==> src/sv/dlr_pkg.sv <==
// ----------------------------------------------------------------------------
// dlr_pkg
// shared types and codes of the dda line rasteriser
// ----------------------------------------------------------------------------
package dlr_pkg;

    localparam logic MODE_LOAD = 1'b0;
    localparam logic MODE_TICK = 1'b1;

    typedef enum logic [5:0] {
        ST_IDLE      = 6'b000001,
        ST_SQUARE    = 6'b000010,
        ST_SUM       = 6'b000100,
        ST_ROOT      = 6'b001000,
        ST_DIV       = 6'b010000,
        ST_FRAC_ROOT = 6'b100000
    } state_t;

endpackage

==> src/sv/dda_line_raster.sv <==
// ----------------------------------------------------------------------------
// dda_line_raster
// fixed-point dda line rasteriser with bit-serial set-up arithmetic
// ----------------------------------------------------------------------------
// input items arrive on s_axis: tuser is the mode, tdata the two end points.
// a load item sets up a new line and gives no output item. set-up runs
// through a bit-serial square root and a bit-serial divider, one result bit
// per cycle, with a root of RT_W = max(COORD_BITS+4, FRAC_BITS) bits.
// it squares, sums, roots, then divides and roots once per axis.
// a zero-length line goes back to idle from the sum step, skipping the rest.
// s_axis_tready stays low for the whole set-up.
// a tick item while steps remain moves the position one step and gives one
// pixel on m_axis in the cycle after; tlast marks the final step. ticks are
// taken one per cycle while m_axis_tready is high: one pixel per cycle.
// a tick with no steps left is taken and dropped.
// the output register holds a pixel while m_axis_tready is low; a new item
// is only taken when that register is empty or being emptied.
// after reset the block is idle with no line loaded.
// ----------------------------------------------------------------------------
module dda_line_raster #(
    parameter int COORD_BITS = 10,
    parameter int FRAC_BITS  = 16
) (
    input  logic                                   clk,
    input  logic                                   rst_n,
    input  logic                                   s_axis_tvalid,
    output logic                                   s_axis_tready,
    // start_x, start_y, end_x, end_y
    input  logic [((4*COORD_BITS+7)/8)*8-1:0]      s_axis_tdata,
    // mode
    input  logic                                   s_axis_tuser,
    output logic                                   m_axis_tvalid,
    input  logic                                   m_axis_tready,
    // pixel_x, pixel_y
    output logic [((2*COORD_BITS+7)/8)*8-1:0]      m_axis_tdata,
    output logic                                   m_axis_tlast
);

    localparam int C         = COORD_BITS;
    localparam int F         = FRAC_BITS;
    localparam int M_DATA_W  = ((2*C+7)/8)*8;
    localparam int DV_W      = 2*C + 8;
    localparam int QUO_W     = 2*F;
    localparam int SQ_W      = (DV_W > QUO_W) ? DV_W : QUO_W;
    localparam int RT_W      = SQ_W / 2;
    localparam int SQ_REM_W  = RT_W + 2;
    localparam int SQ_SH_W   = RT_W + 4;
    localparam int STEP_W    = C + 4;
    localparam int INC_W     = F + 2;
    localparam int POS_W     = C + F + 2;
    localparam int CNT_MAX   = (RT_W > QUO_W) ? RT_W : QUO_W;
    localparam int CNT_W     = $clog2(CNT_MAX + 1);

    dlr_pkg::state_t state_reg, state_next;
    logic [CNT_W-1:0] cnt_reg, cnt_next;
    logic axis_reg, axis_next;

    logic [C-1:0] adx_reg, adx_next, ady_reg, ady_next;
    logic negx_reg, negx_next, negy_reg, negy_next;
    logic [2*C-1:0] d2x_reg, d2x_next, d2y_reg, d2y_next;
    logic [DV_W-1:0] s100_reg, s100_next;

    logic [SQ_W-1:0] sq_rad_reg, sq_rad_next;
    logic [SQ_REM_W-1:0] sq_rem_reg, sq_rem_next;
    logic [RT_W-1:0] sq_root_reg, sq_root_next;
    logic [DV_W-1:0] dv_rem_reg, dv_rem_next;
    logic [QUO_W-1:0] dv_quo_reg, dv_quo_next;

    logic signed [POS_W-1:0] pos_x_reg, pos_x_next, pos_y_reg, pos_y_next;
    logic signed [INC_W-1:0] inc_x_reg, inc_x_next, inc_y_reg, inc_y_next;
    logic [STEP_W-1:0] steps_left_reg, steps_left_next;

    logic m_valid_reg, m_valid_next;
    logic [M_DATA_W-1:0] m_data_reg, m_data_next;
    logic m_last_reg, m_last_next;

    logic s_fire, load_fire, tick_fire;
    logic [C-1:0] sx, sy, ex, ey;
    logic [C:0] dxs, dys;
    logic [2*C:0] l2;

    logic [SQ_SH_W-1:0] sq_shift, sq_trial;
    logic sq_take;
    logic [SQ_REM_W-1:0] sq_rem_new;
    logic [RT_W-1:0] sq_root_new;

    logic [DV_W:0] dv_shift, dv_div;
    logic dv_take;
    logic [DV_W-1:0] dv_rem_new;
    logic [QUO_W-1:0] dv_quo_new;

    logic signed [INC_W-1:0] inc_mag;
    logic signed [POS_W-1:0] pos_x_sum, pos_y_sum;
    logic [C-1:0] pix_x, pix_y;

    assign sx = s_axis_tdata[C-1:0];
    assign sy = s_axis_tdata[2*C-1:C];
    assign ex = s_axis_tdata[3*C-1:2*C];
    assign ey = s_axis_tdata[4*C-1:3*C];

    assign s_axis_tready = (state_reg == dlr_pkg::ST_IDLE) && (!m_valid_reg || m_axis_tready);
    assign s_fire        = s_axis_tvalid && s_axis_tready;
    assign load_fire     = s_fire && (s_axis_tuser == dlr_pkg::MODE_LOAD);
    assign tick_fire     = s_fire && (s_axis_tuser == dlr_pkg::MODE_TICK)
                           && (steps_left_reg != '0);

    assign dxs = {1'b0, ex} - {1'b0, sx};
    assign dys = {1'b0, ey} - {1'b0, sy};
    assign l2  = {1'b0, d2x_reg} + {1'b0, d2y_reg};

    // square root, one result bit per cycle
    assign sq_shift    = {sq_rem_reg, sq_rad_reg[SQ_W-1 -: 2]};
    assign sq_trial    = {2'b00, sq_root_reg, 2'b01};
    assign sq_take     = sq_shift >= sq_trial;
    assign sq_rem_new  = sq_take ? SQ_REM_W'(sq_shift - sq_trial) : SQ_REM_W'(sq_shift);
    assign sq_root_new = {sq_root_reg[RT_W-2:0], sq_take};

    // restoring divider, one quotient bit per cycle
    assign dv_shift   = {dv_rem_reg, 1'b0};
    assign dv_div     = {1'b0, s100_reg};
    assign dv_take    = dv_shift >= dv_div;
    assign dv_rem_new = dv_take ? DV_W'(dv_shift - dv_div) : DV_W'(dv_shift);
    assign dv_quo_new = {dv_quo_reg[QUO_W-2:0], dv_take};

    assign inc_mag   = INC_W'(sq_root_new);
    assign pos_x_sum = pos_x_reg + POS_W'(inc_x_reg);
    assign pos_y_sum = pos_y_reg + POS_W'(inc_y_reg);

    always_comb
    begin
        pix_x = pos_x_sum[POS_W-2:F+C] != '0 ? '1 : pos_x_sum[F+C-1:F];
        if (pos_x_sum[POS_W-1])
        begin
            pix_x = '0;
        end
        pix_y = pos_y_sum[POS_W-2:F+C] != '0 ? '1 : pos_y_sum[F+C-1:F];
        if (pos_y_sum[POS_W-1])
        begin
            pix_y = '0;
        end
    end

    always_comb
    begin
        state_next      = state_reg;
        cnt_next        = cnt_reg;
        axis_next       = axis_reg;
        adx_next        = adx_reg;
        ady_next        = ady_reg;
        negx_next       = negx_reg;
        negy_next       = negy_reg;
        d2x_next        = d2x_reg;
        d2y_next        = d2y_reg;
        s100_next       = s100_reg;
        sq_rad_next     = sq_rad_reg;
        sq_rem_next     = sq_rem_reg;
        sq_root_next    = sq_root_reg;
        dv_rem_next     = dv_rem_reg;
        dv_quo_next     = dv_quo_reg;
        pos_x_next      = pos_x_reg;
        pos_y_next      = pos_y_reg;
        inc_x_next      = inc_x_reg;
        inc_y_next      = inc_y_reg;
        steps_left_next = steps_left_reg;
        m_valid_next    = m_valid_reg && !m_axis_tready;
        m_data_next     = m_data_reg;
        m_last_next     = m_last_reg;

        unique case (state_reg)
            dlr_pkg::ST_IDLE:
            begin
                if (load_fire)
                begin
                    negx_next       = dxs[C];
                    negy_next       = dys[C];
                    adx_next        = dxs[C] ? C'(-dxs) : dxs[C-1:0];
                    ady_next        = dys[C] ? C'(-dys) : dys[C-1:0];
                    pos_x_next      = POS_W'(sx) <<< F;
                    pos_y_next      = POS_W'(sy) <<< F;
                    inc_x_next      = '0;
                    inc_y_next      = '0;
                    steps_left_next = '0;
                    state_next      = dlr_pkg::ST_SQUARE;
                end
                else if (tick_fire)
                begin
                    pos_x_next      = pos_x_sum;
                    pos_y_next      = pos_y_sum;
                    steps_left_next = steps_left_reg - STEP_W'(1);
                    m_valid_next    = 1'b1;
                    m_data_next     = M_DATA_W'({pix_y, pix_x});
                    m_last_next     = steps_left_reg == STEP_W'(1);
                end
            end
            dlr_pkg::ST_SQUARE:
            begin
                d2x_next   = adx_reg * adx_reg;
                d2y_next   = ady_reg * ady_reg;
                state_next = dlr_pkg::ST_SUM;
            end
            dlr_pkg::ST_SUM:
            begin
                // times 100 as 64 + 32 + 4
                s100_next    = (DV_W'(l2) << 6) + (DV_W'(l2) << 5) + (DV_W'(l2) << 2);
                sq_rad_next  = SQ_W'((DV_W'(l2) << 6) + (DV_W'(l2) << 5) + (DV_W'(l2) << 2));
                sq_rem_next  = '0;
                sq_root_next = '0;
                cnt_next     = CNT_W'(RT_W);
                state_next   = (l2 == '0) ? dlr_pkg::ST_IDLE : dlr_pkg::ST_ROOT;
            end
            dlr_pkg::ST_ROOT:
            begin
                sq_rad_next  = sq_rad_reg << 2;
                sq_rem_next  = sq_rem_new;
                sq_root_next = sq_root_new;
                cnt_next     = cnt_reg - CNT_W'(1);
                if (cnt_reg == CNT_W'(1))
                begin
                    // round the step count up
                    steps_left_next = STEP_W'(sq_root_new) + STEP_W'(sq_rem_new != '0);
                    dv_rem_next     = DV_W'(d2x_reg);
                    dv_quo_next     = '0;
                    axis_next       = 1'b0;
                    cnt_next        = CNT_W'(QUO_W);
                    state_next      = dlr_pkg::ST_DIV;
                end
            end
            dlr_pkg::ST_DIV:
            begin
                dv_rem_next = dv_rem_new;
                dv_quo_next = dv_quo_new;
                cnt_next    = cnt_reg - CNT_W'(1);
                if (cnt_reg == CNT_W'(1))
                begin
                    sq_rad_next  = SQ_W'(dv_quo_new);
                    sq_rem_next  = '0;
                    sq_root_next = '0;
                    cnt_next     = CNT_W'(RT_W);
                    state_next   = dlr_pkg::ST_FRAC_ROOT;
                end
            end
            dlr_pkg::ST_FRAC_ROOT:
            begin
                sq_rad_next  = sq_rad_reg << 2;
                sq_rem_next  = sq_rem_new;
                sq_root_next = sq_root_new;
                cnt_next     = cnt_reg - CNT_W'(1);
                if (cnt_reg == CNT_W'(1))
                begin
                    if (!axis_reg)
                    begin
                        inc_x_next  = negx_reg ? -inc_mag : inc_mag;
                        dv_rem_next = DV_W'(d2y_reg);
                        dv_quo_next = '0;
                        axis_next   = 1'b1;
                        cnt_next    = CNT_W'(QUO_W);
                        state_next  = dlr_pkg::ST_DIV;
                    end
                    else
                    begin
                        inc_y_next = negy_reg ? -inc_mag : inc_mag;
                        state_next = dlr_pkg::ST_IDLE;
                    end
                end
            end
            default:
            begin
                state_next = dlr_pkg::ST_IDLE;
            end
        endcase
    end

    always_ff @(posedge clk or negedge rst_n)
    begin
        if (!rst_n)
        begin
            state_reg      <= dlr_pkg::ST_IDLE;
            cnt_reg        <= '0;
            axis_reg       <= 1'b0;
            pos_x_reg      <= '0;
            pos_y_reg      <= '0;
            inc_x_reg      <= '0;
            inc_y_reg      <= '0;
            steps_left_reg <= '0;
            m_valid_reg    <= 1'b0;
        end
        else
        begin
            state_reg      <= state_next;
            cnt_reg        <= cnt_next;
            axis_reg       <= axis_next;
            pos_x_reg      <= pos_x_next;
            pos_y_reg      <= pos_y_next;
            inc_x_reg      <= inc_x_next;
            inc_y_reg      <= inc_y_next;
            steps_left_reg <= steps_left_next;
            m_valid_reg    <= m_valid_next;
        end
    end

    always_ff @(posedge clk)
    begin
        adx_reg     <= adx_next;
        ady_reg     <= ady_next;
        negx_reg    <= negx_next;
        negy_reg    <= negy_next;
        d2x_reg     <= d2x_next;
        d2y_reg     <= d2y_next;
        s100_reg    <= s100_next;
        sq_rad_reg  <= sq_rad_next;
        sq_rem_reg  <= sq_rem_next;
        sq_root_reg <= sq_root_next;
        dv_rem_reg  <= dv_rem_next;
        dv_quo_reg  <= dv_quo_next;
        m_data_reg  <= m_data_next;
        m_last_reg  <= m_last_next;
    end

    assign m_axis_tvalid = m_valid_reg;
    assign m_axis_tdata  = m_data_reg;
    assign m_axis_tlast  = m_last_reg;

endmodule

==> config.mk <==
export PLATFORM = sky130hd
export DESIGN_NAME = dda_line_raster
export DESIGN_NICKNAME = d
export VERILOG_FILES = /design/src/sv/dlr_pkg.sv /design/src/sv/dda_line_raster.sv
export SDC_FILE = /design/constraint.sdc
export NUM_CORES = 1
export LEC_CHECK = 0
export BUFFER_PORTS_ARGS = -buffer_cell sky130_fd_sc_hd__buf_2
export CAP_MARGIN = 20
export CORE_MARGIN = 10
export CORE_UTILIZATION = 40
export DETAILED_ROUTE_END_ITERATION = 10
export PLACE_DENSITY_LB_ADDON = 0.05
export SLEW_MARGIN = 5
export SYNTH_ARGS = -nofsm -noshare
export SYNTH_HDL_FRONTEND = slang
export SYNTH_SLANG_ARGS = --single-unit
==> constraint.sdc <==
create_clock -name clk -period 6.36 [get_ports clk]
set_input_delay 1.272 -clock clk [delete_from_list [all_inputs] [get_ports clk]]
set_output_delay 1.272 -clock clk [all_outputs]
set_load 0.01 [all_outputs]
Yosys cells after proc, flatten, opt, wreduce, memory -nomap -nowiden. Index checks and enable logic that the tools add are counted.

Bits in registers: 356. Input bits: 45. Output and inout bits: 27. Logic and storage cells: 147.

Add/sub/neg operators: 17. Multiply operators: 2. Order comparisons: 2. Equality and inequality tests: 15. Mux-type cells: 55. Bitwise gates (word level): 2. Reductions and logical operators: 30.

Operators by type and width (count): two-way mux 28 bit (8); two-way mux 18 bit (9); case mux 32 bit (3 select lines) (1); two-way mux 31 bit (3); case mux 31 bit (3 select lines) (1); case mux 28 bit (3 select lines) (1); case mux 18 bit (2 select lines) (2); adder 27 x 26 -> 28 bit (2); adder 28 x 18 -> 28 bit (2); case mux 18 bit (3 select lines) (1); two-way mux 6 bit (8); case mux 16 bit (3 select lines) (1); two-way mux 14 bit (3); multiplier 10 x 10 -> 20 bit (2); two-way mux 10 bit (4); case mux 6 bit (6 select lines) (1); two-way mux 32 bit (1); adder 28 x 23 -> 29 bit (1); >= comparator 29 x 28 -> 1 bit (1); adder 28 x 23 -> 28 bit (1); case mux 14 bit (2 select lines) (1); subtractor 28 bit (1); case mux 6 bit (4 select lines) (1); subtractor 10 x 10 -> 11 bit (2); 36 further kinds (65).

Longest topological paths before layout. Gate-level depths: netlist of the first run.

Depth after elaboration: 9. Mapped depth: 22. Depth with buffers taken out: 21.

Least setup slack after synthesis of the first run. OpenSTA, ideal clock, no wires.

Kind: reg2reg. From: register state_reg[3]. To: register dv_quo_reg[0], enable pin. Setup time: 557 ps. Arrival: 5916 ps. Data required time: 5803 ps. Setup slack: -114 ps. Stages on the path, launching flop included: 7. Path buffers: 2. Period minus slack after synthesis: 6474 ps. Cells stage by stage: dfrtp_1 > clkbuf_1 > or4_1 > nor3b_1 > nor2_1 > clkbuf_1 > o21ai_0.

Longest elaborated chain between the ends: 3. Elaborated cells on any way between the ends: 8. Classes of those cells: 6 x eq/ne; 2 x reduce/logical.

RTL lines: from (decl) (RTL line dda_line_raster.sv:54) `dlr_pkg::state_t state_reg, state_next;`; from (signal assigned) (RTL line dda_line_raster.sv:277) `state_reg <= dlr_pkg::ST_IDLE;`; from (signal assigned) (RTL line dda_line_raster.sv:289) `state_reg <= state_next;`; equality test 6 bit, or another cell as far along (RTL line dda_line_raster.sv:169) `unique case (state_reg)`; inequality test 2 bit (no line) / nonzero test 3 bit (equally long branches); AND reduction 4 bit (no line) *; to (signal assigned) (RTL line dda_line_raster.sv:314) `dv_quo_reg <= dv_quo_next;`; to (decl) (RTL line dda_line_raster.sv:67) `logic [QUO_W-1:0] dv_quo_reg, dv_quo_next;`.

Mark *: on every way between the ends. The rest lies on a longest branch, timed or not. A chain may end at the register's enable or synchronous reset.

Final worst setup path of the first run.
From: register adx_reg[0]. To: register d2x_reg[19], data pin.

Longest elaborated chain between the ends: 1.

RTL lines: from (decl) (RTL line dda_line_raster.sv:58) `logic [C-1:0] adx_reg, adx_next, ady_reg, ady_next;`; from (signal assigned) (RTL line dda_line_raster.sv:303) `adx_reg <= adx_next;`; multiplier 10 x 10 -> 20 bit (RTL line dda_line_raster.sv:197) `d2x_next = adx_reg * adx_reg;`; to (signal assigned) (RTL line dda_line_raster.sv:307) `d2x_reg <= d2x_next;`; to (decl) (RTL line dda_line_raster.sv:60) `logic [2*C-1:0] d2x_reg, d2x_next, d2y_reg, d2y_next;`.

No other way between the ends.

==> results of run 1 <==
## per-layer routing
metal | share of wire | GRT usage | up-vias
met5 | 0 | 0 | -
met4 | 0.025 | 0.0488 | 0
met1 | 0.49 | 0.246 | 10031
met3 | 0.047 | 0.0291 | 103
met2 | 0.44 | 0.273 | 368
li1 | - | - | 10179
## cells in the final DEF, fill, tap and decap left out, types with 109 or more instances in the layout
cell / instances
edfxtp_1: 232
a21oi_1: 158
nand2_1: 196
nor2_1: 161
ha_1: 282
dfrtp_1: 119
xnor2_1: 158
o21ai_0: 203
inv_1: 292
fa_1: 109
## kinds of logic (layout without fill, tap and decap cells)
logic type | after synthesis | after routing | synth area share
buf+inv | 389 | 480 | 0.0537
simple gates | 758 | 758 | 0.136
mux | 30 | 30 | 0.0109
compound gates | 706 | 706 | 0.166
xor+xnor | 222 | 222 | 0.0698
flops | 352 | 352 | 0.358
fa+ha+maj | 391 | 391 | 0.205
other cells | 1 | 4 | 0.000135
## worst max-delay path: cells and delay by family, from the launching register on
family                     cells  cell delay [ps]
DFF                            1              560
buffers and inverters          3              150
xor gates and xnor gates       1               90
AOI/OAI and AO/OA              6             1160
and+or+nand+nor                2              590
adders and majority gates      6             2880
## worst min-delay path by stage
stage,endpoint,slack (ps),startpoint
after CTS,inc_y_reg[12],500,inc_y_reg[12]
after global routing,inc_x_reg[3],530,inc_x_reg[3]
after floorplan,inc_x_reg[0],450,inc_x_reg[0]
after global placement,pos_y_reg[0],490,pos_y_reg[0]
final,inc_y_reg[12],500,inc_y_reg[12]
after detailed placement,inc_y_reg[12],490,inc_y_reg[12]
## area by class of cell
cell class,count,area (sq um),share of cell area
multi-input combinational,2111,16400,0.534
clock buffer,64,1260,0.0409
timing repair buffer,98,607,0.0197
sequential,352,9970,0.324
inverter,301,1130,0.0367
clock inverter,17,205,0.00667
tap,931,1160,0.0378
## per-stage QoR
stage / setup WS [ps] / instance area (sq um) / hold WS [ps]
after floorplan: 713 / 27900 / 454
after global placement: 688 / 29300 / 486
after detailed placement: 657 / 29300 / 488
after CTS: 637 / 30700 / 502
after global routing: 236 / 30800 / 527
final: 669 / 30800 / 496
## power by group
| group | total [uW] | switching [uW] | internal, uW | leakage [uW] |
|---|---|---|---|---|
| registers | 2430 | 0 | 2430 | 0.00371 |
| logic | 182 | 109 | 73.7 | 0.00934 |
| clock network | 2580 | 1040 | 1540 | 0.000708 |
| total | 5190 | 1150 | 4040 | 0.0138 |
==> impl_metrics.json, run 1 <==
{
  "n_antenna_cell": 0,
  "initial_core_util": 0.405,
  "drc": 0,
  "routed_wl_mm": 70.6,
  "synth-seq-cells": 352,
  "p_per_area_mw_per_mm2": 169,
  "syn_area_sq_mm": 0.0278,
  "grt.total_usage": 0.175,
  "finalCritPeriodShare": 0.895,
  "crit_path_frequent_cell": "fa_1",
  "cp_data_arrival_time_ps": 6010,
  "worstPathCellList": "nand2_1 -> fa_1 -> fa_1 -> inv_1 -> fa_1 -> fa_1 -> inv_1 -> fa_1 -> inv_1 -> ha_1 -> or3_1 -> o21ai_0 -> a21oi_1 -> a41o_1 -> o41ai_2 -> o2111ai_1 -> a21oi_1 -> xor2_1",
  "cts_resized": 0,
  "grt-ovfl-total": 0,
  "post-cts-setup-buffers": 0,
  "yosysUniqueCellTypes": 96,
  "cp_data_required_time_ps": 6670,
  "worst-path-max-fanout": 15,
  "syn_inst": 2849,
  "fin_util": 0.447,
  "max_stage_delay_ps": 560,
  "port_buffers": 67,
  "reg2reg_to": "d2x_reg[19]",
  "whs_path_depth": 2,
  "max-slew-margin-rel": 0.296,
  "cts_root_buf": "clkbuf_16",
  "syn_area_per_cell_sq_um": 9.77,
  "critPathKind": "reg -> reg",
  "setup_viol": 0,
  "antenna_found_initial": 0,
  "reg2reg_from": "adx_reg[0]",
  "clkTransAtPathRegs_ps": 60,
  "routabilityCongestion": 0.865,
  "leakage_uw": 0.0138,
  "cap_viol_max_count": 0,
  "cts_tree": "done",
  "ys_seq_area_frac": 0.358,
  "grt_pass1_wl_mm": 116,
  "ir_drop_mv": 0.181,
  "wl_per_cell_um": 18.2,
  "ant_nets": 0,
  "dp_hpwl_mm": 53.3,
  "hp-class": "reg -> reg",
  "status": "completed",
  "rsz0062_at_grt": "no",
  "crit_start": "adx_reg[0]",
  "synth-edff-count": 232,
  "yosys_warnings": 0,
  "layout.cells.non_filler": 3874,
  "clock_sinks": 352,
  "end_kind": "flip-flop",
  "synthArstFlopShare": 0.341,
  "clk-insertion-delay-late_ps": 580,
  "period_needed_ps": 5690,
  "dpl.cell_count": 3791,
  "max_freq_mhz": 176,
  "fillers": 6610,
  "synthFlopType": "edfxtp_1",
  "cts_buffers": 44,
  "io_pins": 72,
  "drt_first_pass_iters": 7,
  "finClkSkew_ps": 17.1,
  "synth_top_area_cell": "edfxtp_1",
  "synthTopCellsByCount": "inv_1, ha_1, edfxtp_1",
  "worst_r2r_path_depth": 18,
  "slew_viol_final": 0,
  "die_h_um": 284,
  "grt_max_degree": 88,
  "drt-initial-drc-count": 1197,
  "die_w_um": 284,
  "nNetsFinal": 3344,
  "total_power_uw": 5190,
  "htree_levels": 2,
  "num_vias": 20681,
  "die_area_sq_mm": 0.0806,
  "hold_viol_final": 0,
  "core_area_sq_mm": 0.0688,
  "area_growth_pct": 10.6,
  "synth_most_common_cell": "inv_1",
  "rrSetupSlack_ps": 670,
  "start_kind": "flip-flop",
  "hold_buffers": 0,
  "yosys.area.top_type_share": 0.250,
  "largest_register_ff_count": 32,
  "crit_slowest_cell": "edfxtp_1",
  "grt_pass1_vias": 21122,
  "worstMarginPinSlew_ps": 1050,
  "synth_area_leaders": "edfxtp_1, ha_1, dfrtp_1",
  "rows": 96,
  "fin_setup_tns_ps": 0,
  "avgViaCountPerCell": 5.34,
  "crit_end": "d2x_reg[19]",
  "clock_path_buffers": 3,
  "drive_above_1_share": 0.0768
}
No activity file was read; power rests on OpenSTA's default activity.
==> run 2, diff against run 1 <==
--- a/config.mk
+++ b/config.mk
@@ -7,7 +7,7 @@
 export LEC_CHECK = 0
 export BUFFER_PORTS_ARGS = -buffer_cell sky130_fd_sc_hd__buf_2
 export CAP_MARGIN = 20
-export CORE_MARGIN = 10
+export CORE_MARGIN = 3
 export CORE_UTILIZATION = 40
 export DETAILED_ROUTE_END_ITERATION = 10
 export PLACE_DENSITY_LB_ADDON = 0.05
==> run 2 against run 1 <==
  * Register-to-register slack worse by 80 ps
  * Clock power hardly changed
  * Critical path depth did not move
  * Critical path type unchanged
  * Critical endpoint unchanged
  * Worst setup slack got worse by 78 ps
  * Routed wire length up 0.34%
  * Fmax down 1.3%
==> impl_metrics.json, run 2 (same netlist as run 1, synthesis figures left out) <==
{
  "rows": 96,
  "clk-insertion-delay-late_ps": 590,
  "max-slew-margin-rel": 0.316,
  "routabilityCongestion": 0.853,
  "drive_above_1_share": 0.0797,
  "worstMarginPinSlew_ps": 1020,
  "die_w_um": 270,
  "cts_resized": 0,
  "hold_viol_final": 0,
  "n_antenna_cell": 0,
  "grt_pass1_vias": 21257,
  "worst-path-max-fanout": 15,
  "p_per_area_mw_per_mm2": 169,
  "fin_setup_tns_ps": 0,
  "ir_drop_mv": 0.168,
  "end_kind": "flip-flop",
  "crit_slowest_cell": "edfxtp_1",
  "clock_path_buffers": 3,
  "cp_top_family": "adder cells",
  "num_vias": 20762,
  "slew_viol_final": 0,
  "clock_sinks": 352,
  "final_common_cell": "inv_1",
  "largest_register_ff_count": 32,
  "antenna_found_initial": 0,
  "critPathKind": "reg -> reg",
  "finalCritPeriodShare": 0.907,
  "grt_max_degree": 88,
  "wl_per_cell_um": 18.3,
  "drt-initial-drc-count": 1253,
  "period_needed_ps": 5770,
  "clkTransAtPathRegs_ps": 60,
  "ant_nets": 0,
  "core_area_sq_mm": 0.0688,
  "final_cell_area_sq_mm": 0.0308,
  "dpl.cell_count": 3794,
  "grt_pass1_wl_mm": 116,
  "postPlaceCellArea_sq_mm": 0.0293,
  "setup_viol": 0,
  "status": "completed",
  "leakage_uw": 0.0138,
  "area_growth_pct": 10.6,
  "max_freq_mhz": 173,
  "initial_core_util": 0.405,
  "dp_hpwl_mm": 53.7,
  "cp_data_required_time_ps": 6680,
  "post-cts-setup-buffers": 0,
  "routed_wl_mm": 70.9,
  "fillers": 6655,
  "final_cell_mix": "inv_1, ha_1, edfxtp_1, o21ai_0, nand2_1",
  "worstPathCellList": "nand2_1 -> fa_1 -> fa_1 -> inv_1 -> fa_1 -> fa_1 -> inv_1 -> fa_1 -> inv_1 -> ha_1 -> or3_1 -> o21ai_0 -> a21oi_1 -> a41o_1 -> o41ai_2 -> o2111ai_1 -> a21oi_1 -> xor2_1",
  "die_h_um": 270,
  "drt_first_pass_iters": 7,
  "layout.cells.non_filler": 3880,
  "nNetsFinal": 3347,
  "grt-ovfl-total": 0,
  "cp_data_arrival_time_ps": 6090,
  "cts_buffers": 46,
  "die_area_sq_mm": 0.0728,
  "avgViaCountPerCell": 5.35,
  "cts_root_buf": "clkbuf_16",
  "crit_path_frequent_cell": "fa_1",
  "cts_tree": "done",
  "finClkSkew_ps": 24.5,
  "drc": 0,
  "cap_viol_max_count": 0,
  "io_pins": 72,
  "rsz0062_at_grt": "no",
  "critPathBufInv": 3,
  "htree_levels": 2,
  "max_stage_delay_ps": 570,
  "start_kind": "flip-flop",
  "hold_buffers": 0,
  "grt.total_usage": 0.196,
  "port_buffers": 67,
  "hp-class": "reg -> reg"
}
==> run 2: cell count changes in the layout (fill, tap and decap cells not counted), sizes merged <==
cell      change
bufinv        -2
inv           +2
clkinv        +7
clkinvlp      +2
clkbuf        -4
buf           +1
==> run 2: metal layers <==
metal  track usage  part of all wire  up-vias
met3        0.0227             0.040       86
met5             0                 0        -
met4        0.0442             0.018        0
met1         0.280              0.49    10088
met2         0.320              0.46      386
li1              -                 -    10202
==> run 2: stage by stage <==
stage	total power [uW]	utilization	worst slack, ps	hold slack, ps
final	5200	0.447	592	495
after detailed placement	2660	0.426	610	483
after global placement	2660	0.425	676	476
after global routing	5400	0.447	239	532
after floorplan	2600	-	713	454
after CTS	5290	0.447	592	496
==> run 2: final cells by class <==
cell class	instances	area, sq um	area share
Multi-Input combinational cell	2111	16400	0.534
Sequential cell	352	9970	0.324
Clock buffer	60	1300	0.0421
Clock inverter	26	213	0.00691
Inverter	301	1130	0.0367
Tap cell	931	1160	0.0378
Timing Repair Buffer	99	578	0.0188
==> run 2: worst reg2reg max path, stage by stage, from the launching register on <==
cell and delay [ps]:
edfxtp_1 570, nand2_1 220, fa_1 560, fa_1 540
inv_1 50, fa_1 500, fa_1 540, inv_1 50
fa_1 530, inv_1 50, ha_1 230, or3_1 370
o21ai_0 80, a21oi_1 90, a41o_1 300, o41ai_2 350
o2111ai_1 200, a21oi_1 200, xor2_1 80
==> run 2: final timing paths <==
kind                       cells past startpoint  slack (ps)             to          from
setup / recovery                              18         590    d2x_reg[19]    adx_reg[0]
hold / removal                                 2         500   inc_y_reg[0]  inc_y_reg[0]
setup reg to reg                              18         590    d2x_reg[19]    adx_reg[0]
hold reg to reg                                2         500   inc_y_reg[0]  inc_y_reg[0]
max in group asynchronous                      2        4460   pos_y_reg[8]         rst_n
min in group asynchronous                      1         730  pos_x_reg[20]         rst_n
==> run 2: report_power, final <==
part	internal [uW]	switching (uW)
Sequential	2430	0
Clock	1520	1060
Combinational	72.5	108
==> run 3, diff against run 2 <==
--- a/config.mk
+++ b/config.mk
@@ -10,7 +10,7 @@
 export CORE_MARGIN = 3
 export CORE_UTILIZATION = 40
 export DETAILED_ROUTE_END_ITERATION = 10
-export PLACE_DENSITY_LB_ADDON = 0.05
+export PLACE_DENSITY = 0.65
 export SLEW_MARGIN = 5
 export SYNTH_ARGS = -nofsm -noshare
 export SYNTH_HDL_FRONTEND = slang
==> run 3 against run 2 <==
  * Sequential power hardly changed
  * Core utilization is 0.30 points lower
  * First-iteration DRC count down 7.0%
  * Final cell count down 0.39%
  * Critical path depth unchanged
  * Clock power shrank 9.3%
  * Critical path type unchanged
==> impl_metrics.json, run 3 (same netlist as run 1, synthesis figures left out) <==
{
  "final_cell_mix": "inv_1, ha_1, edfxtp_1, o21ai_0, nand2_1",
  "hold_buffers": 0,
  "grt_max_degree": 88,
  "whs_endpoint": "inc_y_reg[9]",
  "fin_setup_tns_ps": 0,
  "cts_resized": 0,
  "ir_drop_mv": 0.152,
  "p_per_area_mw_per_mm2": 162,
  "routed_wl_mm": 64.3,
  "die_w_um": 270,
  "crit_slowest_cell": "edfxtp_1",
  "end_kind": "flip-flop",
  "status": "completed",
  "port_buffers": 67,
  "hold_viol_final": 0,
  "rows": 96,
  "final_common_cell": "inv_1",
  "num_vias": 20481,
  "reg2reg_to": "d2x_reg[19]",
  "die_area_sq_mm": 0.0728,
  "grt_pass1_vias": 20454,
  "rrSetupSlack_ps": 800,
  "fin_util": 0.445,
  "ant_nets": 0,
  "setup_viol": 0,
  "critPathKind": "reg -> reg",
  "die_h_um": 270,
  "cts_buffers": 40,
  "hold_start": "inc_y_reg[9]",
  "slew_viol_final": 0,
  "leakage_uw": 0.0137,
  "max-slew-margin-rel": 0.273,
  "post-cts-setup-buffers": 0,
  "worst-path-max-fanout": 14,
  "cp_data_arrival_time_ps": 5860,
  "avgViaCountPerCell": 5.30,
  "critPathBufInv": 3,
  "grt-ovfl-total": 0,
  "core_area_sq_mm": 0.0688,
  "wl_per_cell_um": 16.6,
  "initial_core_util": 0.405,
  "drt_first_pass_iters": 5,
  "antenna_found_initial": 0,
  "area_growth_pct": 9.89,
  "largest_register_ff_count": 32,
  "clock_sinks": 352,
  "hp-class": "reg -> reg",
  "drt-initial-drc-count": 1165,
  "whs_path_depth": 2,
  "drive_above_1_share": 0.0743,
  "clkTransAtPathRegs_ps": 60,
  "io_pins": 72,
  "period_needed_ps": 5560,
  "worstMarginPinSlew_ps": 1090,
  "cap_viol_max_count": 0,
  "grt_pass1_wl_mm": 107,
  "finClkSkew_ps": 18.6,
  "cp_data_required_time_ps": 6660,
  "routabilityCongestion": 0.867,
  "drc": 0,
  "reg2reg_from": "adx_reg[1]",
  "rsz0062_at_grt": "no",
  "nNetsFinal": 3338,
  "max_stage_delay_ps": 560,
  "finalCritPeriodShare": 0.874,
  "cp_top_family": "adder cells",
  "max_freq_mhz": 180,
  "crit_path_frequent_cell": "fa_1",
  "worst_hold_slack_ps": 497,
  "worstPathCellList": "nand2_1 -> fa_1 -> fa_1 -> inv_1 -> fa_1 -> fa_1 -> inv_1 -> fa_1 -> inv_1 -> ha_1 -> or3_1 -> o21ai_0 -> a21oi_1 -> a41o_1 -> o41ai_2 -> o2111ai_1 -> a21oi_1 -> xor2_1",
  "crit_start": "adx_reg[1]",
  "htree_levels": 2,
  "dp_hpwl_mm": 48.1,
  "clock_path_buffers": 3,
  "clk-insertion-delay-late_ps": 570,
  "grt.total_usage": 0.177,
  "start_kind": "flip-flop",
  "n_antenna_cell": 0,
  "worst_r2r_path_depth": 18,
  "cts_root_buf": "clkbuf_16",
  "cts_tree": "done"
}
-- run 3: cell count changes in the layout (fill, tap and decap cells not counted), sizes merged --
cell,delta
clkbuf,-11
buf,-3
inv,-2
bufinv,+1
clkinv,-1
clkinvlp,+1
-- run 3: power breakdown --
group	internal, uW	leakage [uW]	switching (uW)
registers	2430	0.00371	0
clock network	1340	0.000621	1010
logic	72.7	0.00933	106
total	3840	0.0137	1110
-- run 3: metal layers --
metal	vias up	global-route usage	wire length, um
li1	10169	-	-
met1	9875	0.246	30400
met2	368	0.297	30100
met3	69	0.0192	2550
met4	0	0.0390	1210
met5	-	0	0
-- run 3: layout make-up --
cell class / instances / area [sq um]
fill: 6519 / 38200
multi-input combinational: 2111 / 16400
sequential: 352 / 9970
tap: 931 / 1160
inverter: 301 / 1130
clock buffer: 49 / 1080
timing repair buffer: 96 / 576
clock inverter: 25 / 229
-- run 3: worst max path at each step --
| stage | to | slack, ps | depth (start not counted) |
|---|---|---|---|
| final | d2x_reg[19] | 800 | 18 |
| after global routing | d2x_reg[19] | 410 | 18 |
| after CTS | d2x_reg[19] | 780 | 18 |
| after detailed placement | d2x_reg[19] | 760 | 18 |
| after global placement | d2x_reg[19] | 810 | 18 |
| after floorplan | sq_rad_reg[0] | 710 | 7 |
-- run 3: stage by stage --
stage,area [sq um],cells,total power [uW],worst slack [ps]
final,30600,3865,4960,803
after global routing,30600,3865,5130,413
after CTS,30600,3863,5010,776
after detailed placement,29300,3789,2660,761
after global placement,29300,3789,2660,806
after floorplan,27900,2852,2600,713
-- run 3: tightest hold or removal path, stage by stage (launching register included) --
cell and delay (ps):
dfrtp_1 350, nand2_1 50, o21ai_0 60
